**config.mk**
```make
export PLATFORM = sky130hd
export DESIGN_NAME = heading_hold_drive_mixer_core
export DESIGN_NICKNAME = d
export VERILOG_FILES = /design/src/design/hhdm_pkg.sv /design/src/design/hhdm_front.sv /design/src/design/hhdm_queue.sv /design/src/design/hhdm_back.sv /design/src/design/heading_hold_drive_mixer_core.sv
export SDC_FILE = /design/constraint.sdc
export NUM_CORES = 2
export LEC_CHECK = 0
export BUFFER_PORTS_ARGS = -buffer_cell sky130_fd_sc_hd__buf_2
export CAP_MARGIN = 20
export CORE_ASPECT_RATIO = 1.25
export CORE_MARGIN = 2
export CORE_UTILIZATION = 50
export CTS_CLUSTER_DIAMETER = 50
export DETAILED_ROUTE_END_ITERATION = 12
export PLACE_DENSITY = 0.66
export SLEW_MARGIN = 5
export SYNTH_ARGS = -nofsm -noshare
export SYNTH_HDL_FRONTEND = slang
export SYNTH_SLANG_ARGS = --single-unit
```
**constraint.sdc**
```tcl
create_clock -name clk -period 15.88 [get_ports clk]
set_clock_uncertainty 0.15 [all_clocks]
set_input_delay 3.176 -clock clk [delete_from_list [all_inputs] [get_ports clk]]
set_output_delay 3.176 -clock clk [all_outputs]
set_load 0.01 [all_outputs]
```
**src/design/hhdm_pkg.sv**
```systemverilog
// Shared constants, types and register codes for the heading-hold drive mixer.
package hhdm_pkg;

  // Field widths fixed by the interface.
  localparam int unsigned HEAD_W  = 22;
  localparam int unsigned RATE_W  = 18;
  localparam int unsigned AXIS_W  = 16;
  localparam int unsigned PG_W    = 16;
  localparam int unsigned DG_W    = 24;
  localparam int unsigned RT_W    = 16;
  localparam int unsigned CFG_W   = 24;
  localparam int unsigned CFG_AW  = 2;
  localparam int unsigned ERR_W   = HEAD_W + 1;

  // Depth of the queue between the front and back parts.
  localparam int unsigned QDEPTH  = 2;
  localparam int unsigned QAW     = $clog2(QDEPTH);
  localparam int unsigned QCW     = $clog2(QDEPTH + 1);

  // Hold modes as reported on the result beat.
  localparam logic [1:0] MODE_OFF  = 2'd0;
  localparam logic [1:0] MODE_IMU  = 2'd1;
  localparam logic [1:0] MODE_SAME = 2'd2;

  // Configuration register indexes.
  localparam logic [CFG_AW-1:0] CFG_P_GAIN = 2'd0;
  localparam logic [CFG_AW-1:0] CFG_D_GAIN = 2'd1;
  localparam logic [CFG_AW-1:0] CFG_RATIO  = 2'd2;

  // Reset values of the gain registers.
  localparam logic [PG_W-1:0] P_GAIN_RST = 16'd2621;
  localparam logic [DG_W-1:0] D_GAIN_RST = 24'd6711;
  localparam logic [RT_W-1:0] RATIO_RST  = 16'd19661;

  // Q1.15 full scale and the 0.10 minimum turn cap.
  localparam logic signed [AXIS_W-1:0] FULL_SCALE = 16'sd32767;
  localparam logic signed [AXIS_W-1:0] TENTH_Q15  = 16'sd3277;

  // Gain register bank.
  typedef struct packed {
    logic [PG_W-1:0] p_gain;
    logic [DG_W-1:0] d_gain;
    logic [RT_W-1:0] ratio;
  } gains_t;

  // Classified tick as handed from the front part to the back part.
  typedef struct packed {
    logic [1:0]               mode;
    logic signed [ERR_W-1:0]  err;
    logic signed [RATE_W-1:0] rate;
    logic signed [AXIS_W-1:0] fwd;
    logic signed [AXIS_W-1:0] turn;
  } item_t;

endpackage

```
**src/design/hhdm_front.sv**
```systemverilog
// Front part: accepts input beats, runs the hold-mode machine and shapes the stick axes.
module hhdm_front (
  input  logic                                 clk,
  input  logic                                 rst_n,
  input  logic                                 in_valid,
  output logic                                 in_ready,
  input  logic signed [hhdm_pkg::HEAD_W-1:0]   in_heading,
  input  logic signed [hhdm_pkg::RATE_W-1:0]   in_yaw_rate,
  input  logic                                 in_imu_ready,
  input  logic                                 in_hold_button,
  input  logic signed [hhdm_pkg::AXIS_W-1:0]   in_forward_axis,
  input  logic signed [hhdm_pkg::AXIS_W-1:0]   in_turn_axis,
  input  logic                                 q_full,
  output logic                                 q_push,
  output hhdm_pkg::item_t                      q_item
);

  typedef enum logic [1:0] {
    ST_OFF  = hhdm_pkg::MODE_OFF,
    ST_IMU  = hhdm_pkg::MODE_IMU,
    ST_SAME = hhdm_pkg::MODE_SAME
  } state_t;

  state_t                              state_r, state_nxt;
  logic signed [hhdm_pkg::HEAD_W-1:0]  target_r, target_nxt;
  logic                                accept;

  // Negate a raw axis with saturation, then apply the 10% deadband.
  function automatic logic signed [hhdm_pkg::AXIS_W-1:0] shape_axis(
    input logic signed [hhdm_pkg::AXIS_W-1:0] raw
  );
    logic signed [hhdm_pkg::AXIS_W:0]   neg;
    logic signed [hhdm_pkg::AXIS_W-1:0] a;
    neg = -{raw[hhdm_pkg::AXIS_W-1], raw};
    if (neg > 17'sd32767) begin
      a = hhdm_pkg::FULL_SCALE;
    end else begin
      a = neg[hhdm_pkg::AXIS_W-1:0];
    end
    if (a >= hhdm_pkg::TENTH_Q15 || a <= -hhdm_pkg::TENTH_Q15) begin
      return a;
    end
    return '0;
  endfunction

  assign in_ready = !q_full;
  assign accept   = in_valid && in_ready;
  assign q_push   = accept;

  // Mode transitions; the target heading latches on entering IMU hold.
  always_comb begin
    state_nxt  = state_r;
    target_nxt = target_r;
    unique case (state_r)
      ST_IMU: begin
        if (!in_hold_button) begin
          state_nxt = ST_OFF;
        end else if (!in_imu_ready) begin
          state_nxt = ST_SAME;
        end
      end
      ST_SAME: begin
        if (!in_hold_button) begin
          state_nxt = ST_OFF;
        end
      end
      default: begin
        state_nxt = ST_OFF;
        if (in_hold_button) begin
          if (!in_imu_ready) begin
            state_nxt = ST_SAME;
          end else begin
            state_nxt  = ST_IMU;
            target_nxt = in_heading;
          end
        end
      end
    endcase
  end

  // Classified beat for the queue.
  always_comb begin
    q_item.mode = state_nxt;
    q_item.err  = {target_nxt[hhdm_pkg::HEAD_W-1], target_nxt}
                - {in_heading[hhdm_pkg::HEAD_W-1], in_heading};
    q_item.rate = in_yaw_rate;
    q_item.fwd  = shape_axis(in_forward_axis);
    q_item.turn = (state_nxt == ST_SAME) ? '0 : shape_axis(in_turn_axis);
  end

  // Mode and target state advance on each accepted beat.
  always_ff @(posedge clk) begin
    if (!rst_n) begin
      state_r  <= ST_OFF;
      target_r <= '0;
    end else if (accept) begin
      state_r  <= state_nxt;
      target_r <= target_nxt;
    end
  end

endmodule

```
**src/design/hhdm_queue.sv**
```systemverilog
// Short queue that decouples the front part from the back part.
module hhdm_queue (
  input  logic            clk,
  input  logic            rst_n,
  input  logic            push,
  input  hhdm_pkg::item_t push_item,
  output logic            full,
  input  logic            pop,
  output logic            empty,
  output hhdm_pkg::item_t head_item
);

  hhdm_pkg::item_t             mem_r [hhdm_pkg::QDEPTH];
  logic [hhdm_pkg::QAW-1:0]    wr_ptr_r, rd_ptr_r;
  logic [hhdm_pkg::QCW-1:0]    cnt_r;
  logic                        do_push, do_pop;

  assign full      = (cnt_r == hhdm_pkg::QCW'(hhdm_pkg::QDEPTH));
  assign empty     = (cnt_r == '0);
  assign do_push   = push && !full;
  assign do_pop    = pop && !empty;
  assign head_item = mem_r[rd_ptr_r];

  // Entry storage.
  always_ff @(posedge clk) begin
    if (do_push) begin
      mem_r[wr_ptr_r] <= push_item;
    end
  end

  // Pointers and fill count.
  always_ff @(posedge clk) begin
    if (!rst_n) begin
      wr_ptr_r <= '0;
      rd_ptr_r <= '0;
      cnt_r    <= '0;
    end else begin
      if (do_push) begin
        wr_ptr_r <= (wr_ptr_r == hhdm_pkg::QAW'(hhdm_pkg::QDEPTH - 1)) ? '0 : wr_ptr_r + 1'b1;
      end
      if (do_pop) begin
        rd_ptr_r <= (rd_ptr_r == hhdm_pkg::QAW'(hhdm_pkg::QDEPTH - 1)) ? '0 : rd_ptr_r + 1'b1;
      end
      if (do_push && !do_pop) begin
        cnt_r <= cnt_r + 1'b1;
      end else if (do_pop && !do_push) begin
        cnt_r <= cnt_r - 1'b1;
      end
    end
  end

endmodule

```
**src/design/hhdm_back.sv**
```systemverilog
// Back part: PD turn, cap, mixing and the output register in a three-stage pipeline.
module hhdm_back (
  input  logic                               clk,
  input  logic                               rst_n,
  input  hhdm_pkg::gains_t                   gains,
  input  logic                               q_valid,
  input  hhdm_pkg::item_t                    q_item,
  output logic                               q_pop,
  output logic                               out_valid,
  input  logic                               out_ready,
  output logic signed [hhdm_pkg::AXIS_W-1:0] out_left_drive,
  output logic signed [hhdm_pkg::AXIS_W-1:0] out_right_drive,
  output logic [1:0]                         out_hold_mode
);

  // Stage enables.
  logic out_en, s2_en, s1_en;

  // Stage 1: products and turn cap.
  logic                               s1_v_r;
  logic [1:0]                         s1_mode_r;
  logic signed [hhdm_pkg::AXIS_W-1:0] s1_fwd_r, s1_turn_r;
  logic signed [39:0]                 s1_pterm_r;
  logic signed [42:0]                 s1_dterm_r;
  logic [15:0]                        s1_peak_r;

  // Stage 2: rounded and capped turn.
  logic                               s2_v_r;
  logic [1:0]                         s2_mode_r;
  logic signed [hhdm_pkg::AXIS_W-1:0] s2_fwd_r, s2_turn_r;

  // Output register.
  logic                               out_v_r;
  logic [1:0]                         out_mode_r;
  logic signed [hhdm_pkg::AXIS_W-1:0] out_left_r, out_right_r;

  // Stage 1 combinational terms.
  logic signed [39:0]                 pprod;
  logic signed [42:0]                 dprod;
  logic signed [hhdm_pkg::AXIS_W-1:0] fwd_abs;
  logic [30:0]                        rprod;
  logic [31:0]                        rrnd;
  logic [15:0]                        peak;

  // Stage 2 combinational terms.
  logic signed [48:0]                 acc, acc_rnd;
  logic signed [33:0]                 turn_q, peak_s;
  logic signed [hhdm_pkg::AXIS_W-1:0] turn_cap;

  // Output stage combinational terms.
  logic signed [hhdm_pkg::AXIS_W:0]   lsum, rsum;
  logic signed [hhdm_pkg::AXIS_W-1:0] lsat, rsat;

  assign out_en = !out_v_r || out_ready;
  assign s2_en  = !s2_v_r || out_en;
  assign s1_en  = !s1_v_r || s2_en;
  assign q_pop  = q_valid && s1_en;

  // Gain products and the cap peak = max(round(|fwd|*ratio / 2^16), 0.10).
  always_comb begin
    pprod   = q_item.err * $signed({1'b0, gains.p_gain});
    dprod   = q_item.rate * $signed({1'b0, gains.d_gain});
    fwd_abs = q_item.fwd[hhdm_pkg::AXIS_W-1] ? -q_item.fwd : q_item.fwd;
    rprod   = fwd_abs[14:0] * gains.ratio;
    rrnd    = {1'b0, rprod} + 32'd32768;
    peak    = rrnd[31:16];
    if (peak < 16'(hhdm_pkg::TENTH_Q15)) begin
      peak = 16'(hhdm_pkg::TENTH_Q15);
    end
  end

  // PD sum, round half up by 2^15, and clamp to the peak.
  always_comb begin
    acc     = $signed({s1_pterm_r[39], s1_pterm_r, 8'd0}) - 49'(s1_dterm_r);
    acc_rnd = acc + 49'sd16384;
    turn_q  = acc_rnd[48:15];
    peak_s  = $signed({18'd0, s1_peak_r});
    if (turn_q > peak_s) begin
      turn_cap = s1_peak_r;
    end else if (turn_q < -peak_s) begin
      turn_cap = -$signed(s1_peak_r);
    end else begin
      turn_cap = turn_q[hhdm_pkg::AXIS_W-1:0];
    end
  end

  // Differential mix, each side saturated to full scale.
  always_comb begin
    lsum = {s2_fwd_r[hhdm_pkg::AXIS_W-1], s2_fwd_r} - {s2_turn_r[hhdm_pkg::AXIS_W-1], s2_turn_r};
    rsum = {s2_fwd_r[hhdm_pkg::AXIS_W-1], s2_fwd_r} + {s2_turn_r[hhdm_pkg::AXIS_W-1], s2_turn_r};
    if (lsum > 17'sd32767) begin
      lsat = hhdm_pkg::FULL_SCALE;
    end else if (lsum < -17'sd32767) begin
      lsat = -hhdm_pkg::FULL_SCALE;
    end else begin
      lsat = lsum[hhdm_pkg::AXIS_W-1:0];
    end
    if (rsum > 17'sd32767) begin
      rsat = hhdm_pkg::FULL_SCALE;
    end else if (rsum < -17'sd32767) begin
      rsat = -hhdm_pkg::FULL_SCALE;
    end else begin
      rsat = rsum[hhdm_pkg::AXIS_W-1:0];
    end
  end

  // Valid bits of the pipeline.
  always_ff @(posedge clk) begin
    if (!rst_n) begin
      s1_v_r  <= 1'b0;
      s2_v_r  <= 1'b0;
      out_v_r <= 1'b0;
    end else begin
      if (s1_en) begin
        s1_v_r <= q_valid;
      end
      if (s2_en) begin
        s2_v_r <= s1_v_r;
      end
      if (out_en) begin
        out_v_r <= s2_v_r;
      end
    end
  end

  // Payload registers of the pipeline.
  always_ff @(posedge clk) begin
    if (s1_en) begin
      s1_mode_r  <= q_item.mode;
      s1_fwd_r   <= q_item.fwd;
      s1_turn_r  <= q_item.turn;
      s1_pterm_r <= pprod;
      s1_dterm_r <= dprod;
      s1_peak_r  <= peak;
    end
    if (s2_en) begin
      s2_mode_r <= s1_mode_r;
      s2_fwd_r  <= s1_fwd_r;
      s2_turn_r <= (s1_mode_r == hhdm_pkg::MODE_IMU) ? turn_cap : s1_turn_r;
    end
    if (out_en) begin
      out_mode_r  <= s2_mode_r;
      out_left_r  <= lsat;
      out_right_r <= -rsat;
    end
  end

  assign out_valid       = out_v_r;
  assign out_left_drive  = out_left_r;
  assign out_right_drive = out_right_r;
  assign out_hold_mode   = out_mode_r;

endmodule

```
**src/design/heading_hold_drive_mixer_core.sv**
```systemverilog
// Heading-hold drive mixer: top level with gain registers, front, queue and back.
// Path: a beat accepted at one edge is written into the queue, then passes stage 1,
// stage 2 and the output register before it shows on out_valid; output stalls add to this.
// Throughput: one beat per cycle; the front stalls only when the two-entry queue is full.
// Reset (rst_n low, synchronous) puts the hold mode off, the target heading at zero,
// empties the queue and pipeline, and loads the gain registers with their defaults.
module heading_hold_drive_mixer_core (
  input  logic                                clk,
  input  logic                                rst_n,
  input  logic                                in_valid,
  output logic                                in_ready,
  input  logic signed [hhdm_pkg::HEAD_W-1:0]  in_heading,
  input  logic signed [hhdm_pkg::RATE_W-1:0]  in_yaw_rate,
  input  logic                                in_imu_ready,
  input  logic                                in_hold_button,
  input  logic signed [hhdm_pkg::AXIS_W-1:0]  in_forward_axis,
  input  logic signed [hhdm_pkg::AXIS_W-1:0]  in_turn_axis,
  output logic                                out_valid,
  input  logic                                out_ready,
  output logic signed [hhdm_pkg::AXIS_W-1:0]  out_left_drive,
  output logic signed [hhdm_pkg::AXIS_W-1:0]  out_right_drive,
  output logic [1:0]                          out_hold_mode,
  input  logic                                cfg_we,
  input  logic [hhdm_pkg::CFG_AW-1:0]         cfg_index,
  input  logic [hhdm_pkg::CFG_W-1:0]          cfg_data
);

  hhdm_pkg::gains_t gains_r;
  hhdm_pkg::item_t  push_item, head_item;
  logic             q_push, q_pop, q_full, q_empty;

  // Gain registers; an unknown index is ignored.
  always_ff @(posedge clk) begin
    if (!rst_n) begin
      gains_r.p_gain <= hhdm_pkg::P_GAIN_RST;
      gains_r.d_gain <= hhdm_pkg::D_GAIN_RST;
      gains_r.ratio  <= hhdm_pkg::RATIO_RST;
    end else if (cfg_we) begin
      unique case (cfg_index)
        hhdm_pkg::CFG_P_GAIN: gains_r.p_gain <= cfg_data[hhdm_pkg::PG_W-1:0];
        hhdm_pkg::CFG_D_GAIN: gains_r.d_gain <= cfg_data[hhdm_pkg::DG_W-1:0];
        hhdm_pkg::CFG_RATIO:  gains_r.ratio  <= cfg_data[hhdm_pkg::RT_W-1:0];
        default: ;
      endcase
    end
  end

  hhdm_front u_front (
    .clk             (clk),
    .rst_n           (rst_n),
    .in_valid        (in_valid),
    .in_ready        (in_ready),
    .in_heading      (in_heading),
    .in_yaw_rate     (in_yaw_rate),
    .in_imu_ready    (in_imu_ready),
    .in_hold_button  (in_hold_button),
    .in_forward_axis (in_forward_axis),
    .in_turn_axis    (in_turn_axis),
    .q_full          (q_full),
    .q_push          (q_push),
    .q_item          (push_item)
  );

  hhdm_queue u_queue (
    .clk       (clk),
    .rst_n     (rst_n),
    .push      (q_push),
    .push_item (push_item),
    .full      (q_full),
    .pop       (q_pop),
    .empty     (q_empty),
    .head_item (head_item)
  );

  hhdm_back u_back (
    .clk             (clk),
    .rst_n           (rst_n),
    .gains           (gains_r),
    .q_valid         (!q_empty),
    .q_item          (head_item),
    .q_pop           (q_pop),
    .out_valid       (out_valid),
    .out_ready       (out_ready),
    .out_left_drive  (out_left_drive),
    .out_right_drive (out_right_drive),
    .out_hold_mode   (out_hold_mode)
  );

  // Same-throttle mode drives both sides from one saturated value.
  assert property (@(posedge clk) disable iff (!rst_n)
    out_valid && out_hold_mode == hhdm_pkg::MODE_SAME |-> out_left_drive == -out_right_drive)
    else $error("same-throttle beat with unequal sides");

  // Saturation never lets a side reach the most negative code.
  assert property (@(posedge clk) disable iff (!rst_n)
    out_valid |-> out_left_drive != 16'sh8000 && out_right_drive != 16'sh8000)
    else $error("drive outside full scale");

  // The queue is never pushed while full.
  assert property (@(posedge clk) disable iff (!rst_n)
    q_push |-> !q_full)
    else $error("queue overflow");

  // A pop only happens when the queue holds an entry.
  assert property (@(posedge clk) disable iff (!rst_n)
    q_pop |-> !q_empty)
    else $error("queue underflow");

endmodule

```
Word level (Yosys, flattened, before mapping)
Memory sizes are Yosys's and may differ from the RTL's. A register that Yosys moved wholly into a read port is not among the register bits.
Index checks and enable logic that the tools add are counted.
- bits in registers: 288
- bits of input ports: 105
- memories kept: 1
- logic and storage cells: 123
- RAM bits: 150
- output and inout bits: 36
- memory list (memory ; depth ; width ; read ports ; clocked after memory_dff ; write ports ; RTL line ; RTL):
    u_queue.mem_r ; 2 ; 75 ; 1 ; 1 ; 1 ; hhdm_queue.sv:13 ; hhdm_pkg::item_t mem_r [hhdm_pkg::QDEPTH];
- add/subtract/negate cells: 16
- multiply operators: 3
- equality and inequality tests: 7
- multiplexer cells: 33
- order comparisons: 13
- reductions and logical operators: 26
- operators by type and width (kind ; number):
    $mux W16 ; 13
    $gt A17 B16 Y1 const B ; 4
    $mux W22 ; 3
    $add A49 B16 Y49 const B ; 1
    $sub A48 B43 Y49 ; 1
    $mul A18 B25 Y43 ; 1
    $mul A23 B17 Y40 ; 1
    $gt A34 B17 Y1 ; 1
    $lt A17 B16 Y1 const B ; 2
    $lt A34 B34 Y1 ; 1
    $neg A16 Y34 ; 1
    $neg A17 Y17 ; 2
    $add A31 B16 Y32 const B ; 1
    $ge A16 B13 Y1 const B ; 2
    $le A16 B13 Y1 const B ; 2
    $neg A16 Y16 ; 2
    $mul A15 B16 Y31 ; 1
    $sub A22 B22 Y23 ; 1
    $add A16 B16 Y17 ; 1
    $sub A16 B16 Y17 ; 1
    $lt A16 B12 Y1 const B ; 1
    $mux W15 ; 1
    $neg A15 Y15 ; 1
    $mux W2 ; 7
    14 further kinds ; 46

Logic depth before layout (Yosys ltp)
- depth in word-level cells: 9
- mapped depth: 33
- gate-level depth less buffers: 31

By module
From an unflattened synthesis, not the netlist that was laid out.
- cell total of the unflattened synthesis: 6400
- area total of the unflattened synthesis: 60699.5 µm²
- modules (own cells, without submodules) (module ; cells each ; sequential area each (µm²) ; instances ; area an instance (µm²)):
    hhdm_back ; 5261 ; 6095.8 ; 1 ; 48376.4
    hhdm_queue ; 258 ; 4604.4 ; 1 ; 5656.7
    hhdm_front ; 654 ; 480.5 ; 1 ; 4406.7
    heading_hold_drive_mixer_core ; 227 ; 1121.1 ; 1 ; 2259.7

Least setup slack after synthesis
OpenSTA, ideal clock, no wires.
- kind: register to register
- start: register with a tool-made name
- end: register u_back.s1_peak_r[0], data pin
- required time: 15.476 ns
- path buffers: 4
- stages on the path, launching flop included: 31
- library setup time: 0.254 ns
- path slack: 6.828 ns
- arrival time: 8.648 ns
- path through: dfxtp_1 > clkbuf_1 > buf_1 > clkbuf_1 > mux2i_1 > nor2_1 > xnor2_1 > clkbuf_1 > nand2_1 > fa_1 > fa_1 > inv_1 > fa_1 > inv_1 > fa_1 > inv_1 > fa_1 > fa_1 > ha_1 > a211o_1 > a2111o_1 > a31oi_1 > o21ai_1 > a21oi_2 > o21ai_1 > a31o_2 > a221o_1 > a21oi_1 > mux2i_1 > nor2_4 > a21o_1
- RTL lines (element ; RTL line ; RTL):
    to (signal assigned) ; hhdm_back.sv:134 ; s1_peak_r <= peak;
    to (decl) ; hhdm_back.sv:25 ; logic [15:0] s1_peak_r;

==> results.yml <==
setup_path:
  crit_path_top_delay_cell: "xnor2_2"
  crit_path_end_kind: "register"
  cp.buffers_inverters: 6
  worst_r2r_path_depth: 30
  critPathArrivalTime_ns: 9.84
  path_depth: 30
  critPathLaunchType: "register"
  timing.rr.end: "u_back.s1_peak_r[0]"
  slowest_delay_ns: 0.85
  crit_family: "adder cells"
  cp-endpoint: "u_back.s1_peak_r[0]"
  worstPathRequired_ns: 16.11
  critical_path_class: "reg -> reg"
  cp_common_cell: "fa_1"
  rrSetupSlack_ns: 6.27
  path_max_fanout: 39
placed_design:
  io_buffers: 140
  place.gp.congestion: 0.912
  hpwlAfterDp_mm: 116
die:
  io_pins: 141
  die_h_microns: 389
  die-area_sq_um: 122000
  core.rowCount: 141
  initial_utilization: 0.504
  die_w_microns: 312
  core-area_sq_um: 118000
timing:
  final.min_clock_period_ns: 9.61
  hold_viol: 0
  rsz0062_at_grt: "no"
  tns_ns: 0
  fmax_mhz: 104
  post-route-period-util: 0.605
  relSlewSlack: 0.200
  slew_viol_final: 0
  tightestPinTransition_ns: 1.20
  setup_violations: 0
yosys:
  ys_seq_area_frac: 0.207
  synth-adder-area-share: 0.418
  syn_avg_cell_area_sq_um: 9.49
  synth_simple_gate_area_frac: 0.158
  synth_top_family_by_area: "adder cells"
  synth_common_cells: "inv_1 (1183), fa_1 (899), nand2_1 (886)"
  synth_edf_count: 351
  ys.flop_type: "edfxtp_1"
  ys_warn_count: 0
  synth_seq_cells: 439
  syn_nets: 7815
  synthCells: 6266
  ys_async_sr_fraction: 0
  synth_compound_area_frac: 0.0742
  synthTopCellsByArea: "fa_1 (30%), edfxtp_1 (18%), ha_1 (11%), inv_1 (7.5%), nand2_1 (5.6%)"
  yosysTopAreaCellShare: 0.303
  synth_mux_area_frac: 0.0195
  yosys.cell_types.count: 93
  yosys.area.top_type: "fa_1"
  synthXorXnorAreaFrac: 0.0327
  syn_area_sq_um: 59400
  yosysMostFrequentCell: "inv_1"
drt:
  vias: 42800
  wire_per_inst_microns: 18.6
  via_per_inst: 5.42
  drtIter0Drc: 2578
  ant_nets: 0
  wl_mm: 147
  drt_pass1_iterations: 7
  drc: 0
clock_network:
  clock_sinks: 439
  post-cts-setup-buffer-count: 0
  cts_made_buffers: 60
  h-tree-depth: 2
  cts_tree: "done"
  holdBufCountCts: 0
  cts_buffer_depth: 3
  clk-insertion-delay-late_ns: 0.68
  clk_pin_slew_ns: 0.06
  cts_root_buffer: "clkbuf_16"
  cts_resized: 0
layout:
  fin_nets: 7820
  area_delta_synth_final_pct: 7.22
  drive_above_1_share: 0.0685
flow_run:
  maxCapViolations: 0
grt:
  antenna_found_initial: 13
  grt_pass1_wl_mm: 239
  grt_max_degree: 89
  grt_pass1_vias: 46100
  grtUsageTotal: 0.248
  grt-ovfl-total: 0
run_status:
  status: "completed"
worst_hold_path:
  hold_class: "reg -> reg"
-- through the flow --
step                      utilization  std cells  hold slack, ns  instance area [sq um]  setup slack [ns]
final                           0.540       7899           0.268                  63700              6.27
after detailed placement        0.522       7779           0.255                  61600              6.02
after floorplan                     -       6266           0.250                  59400              6.83
after global routing            0.540       7899           0.271                  63700              5.59
after CTS                       0.540       7893           0.269                  63700              6.00
after global placement          0.522       7779           0.254                  61600              6.33
-- cells in the final DEF, fill, tap and decap left out, types with 17 or more instances in the layout --
cell	count
o21bai_1	20
nor2b_1	106
nor3_1	68
nor3b_1	27
a21o_1	80
clkbuf_16	60
and2_1	336
or2_2	31
and3_1	30
buf_4	54
o21ai_0	126
dfxtp_1	87
o21a_1	40
a211oi_1	25
mux2_2	62
nor4_1	23
a31oi_1	23
nand4_1	22
nand2b_1	42
buf_2	140
xnor2_1	156
a21oi_1	189
nand2_1	886
nand3_1	74
nor2_1	224
or3_1	17
a21boi_0	45
fa_1	899
ha_1	545
mux2i_1	43
edfxtp_1	351
xor2_1	61
inv_1	1183
-- flip-flops by register name, indices dropped and copies added (netlist names), 16 cells and up, named ones only --
signal                  flops
gains_r                    56
u_back.out_left_drive      16
u_back.out_right_drive     16
u_back.s1_dterm_r          43
u_back.s1_fwd_r            16
u_back.s1_peak_r           16
u_back.s1_pterm_r          40
u_back.s1_turn_r           16
u_back.s2_fwd_r            16
u_back.s2_turn_r           16
u_front.target_r           22
u_queue.mem_r             150
-- logic make-up after synthesis --
logic type | count (synthesis)
AO/OA/AOI/OAI | 675
adder cells (fa/ha/maj) | 1448
AND/OR/NAND/NOR | 1940
XOR/XNOR | 221
buffers and inverters | 1435
multiplexers | 108
flip-flops | 439
-- area by class of cell --
cell class                      instances  area [sq um]
Sequential cell                       439         12300
Antenna cell                            3          7.51
Multi-Input combinational cell       4392         41800
Clock buffer                           66          1520
Timing Repair Buffer                  194          1110
Fill cell                           10700         54300
Clock inverter                         48           581
Inverter                             1184          4440
Tap cell                             1573          1970
-- worst min path at each step --
stage,start,to,slack [ns],cells past startpoint
finish,u_back.s1_fwd_r[8],u_back.s2_fwd_r[8],0.27,0
global route,u_back.s1_fwd_r[8],u_back.s2_fwd_r[8],0.27,0
CTS,u_back.s1_fwd_r[10],u_back.s2_fwd_r[10],0.27,0
detailed placement,u_back.s1_fwd_r[10],u_back.s2_fwd_r[10],0.25,0
global placement,u_back.s1_fwd_r[8],u_back.s2_fwd_r[8],0.25,0
floorplan,u_back.s2_mode_r[0],u_back.out_hold_mode[0],0.25,0
-- routing by layer --
metal	global-route usage	part of all wire	vias up
li1	-	-	19800
met1	0.295	0.39	21600
met2	0.456	0.52	1087
met3	0.0318	0.052	302
met4	0.0887	0.038	12
met5	0	0.00046	-
Power is left out: the tool's default activity adds up to more than one toggle a clock period on the data nets, which glitch-free logic cannot reach.
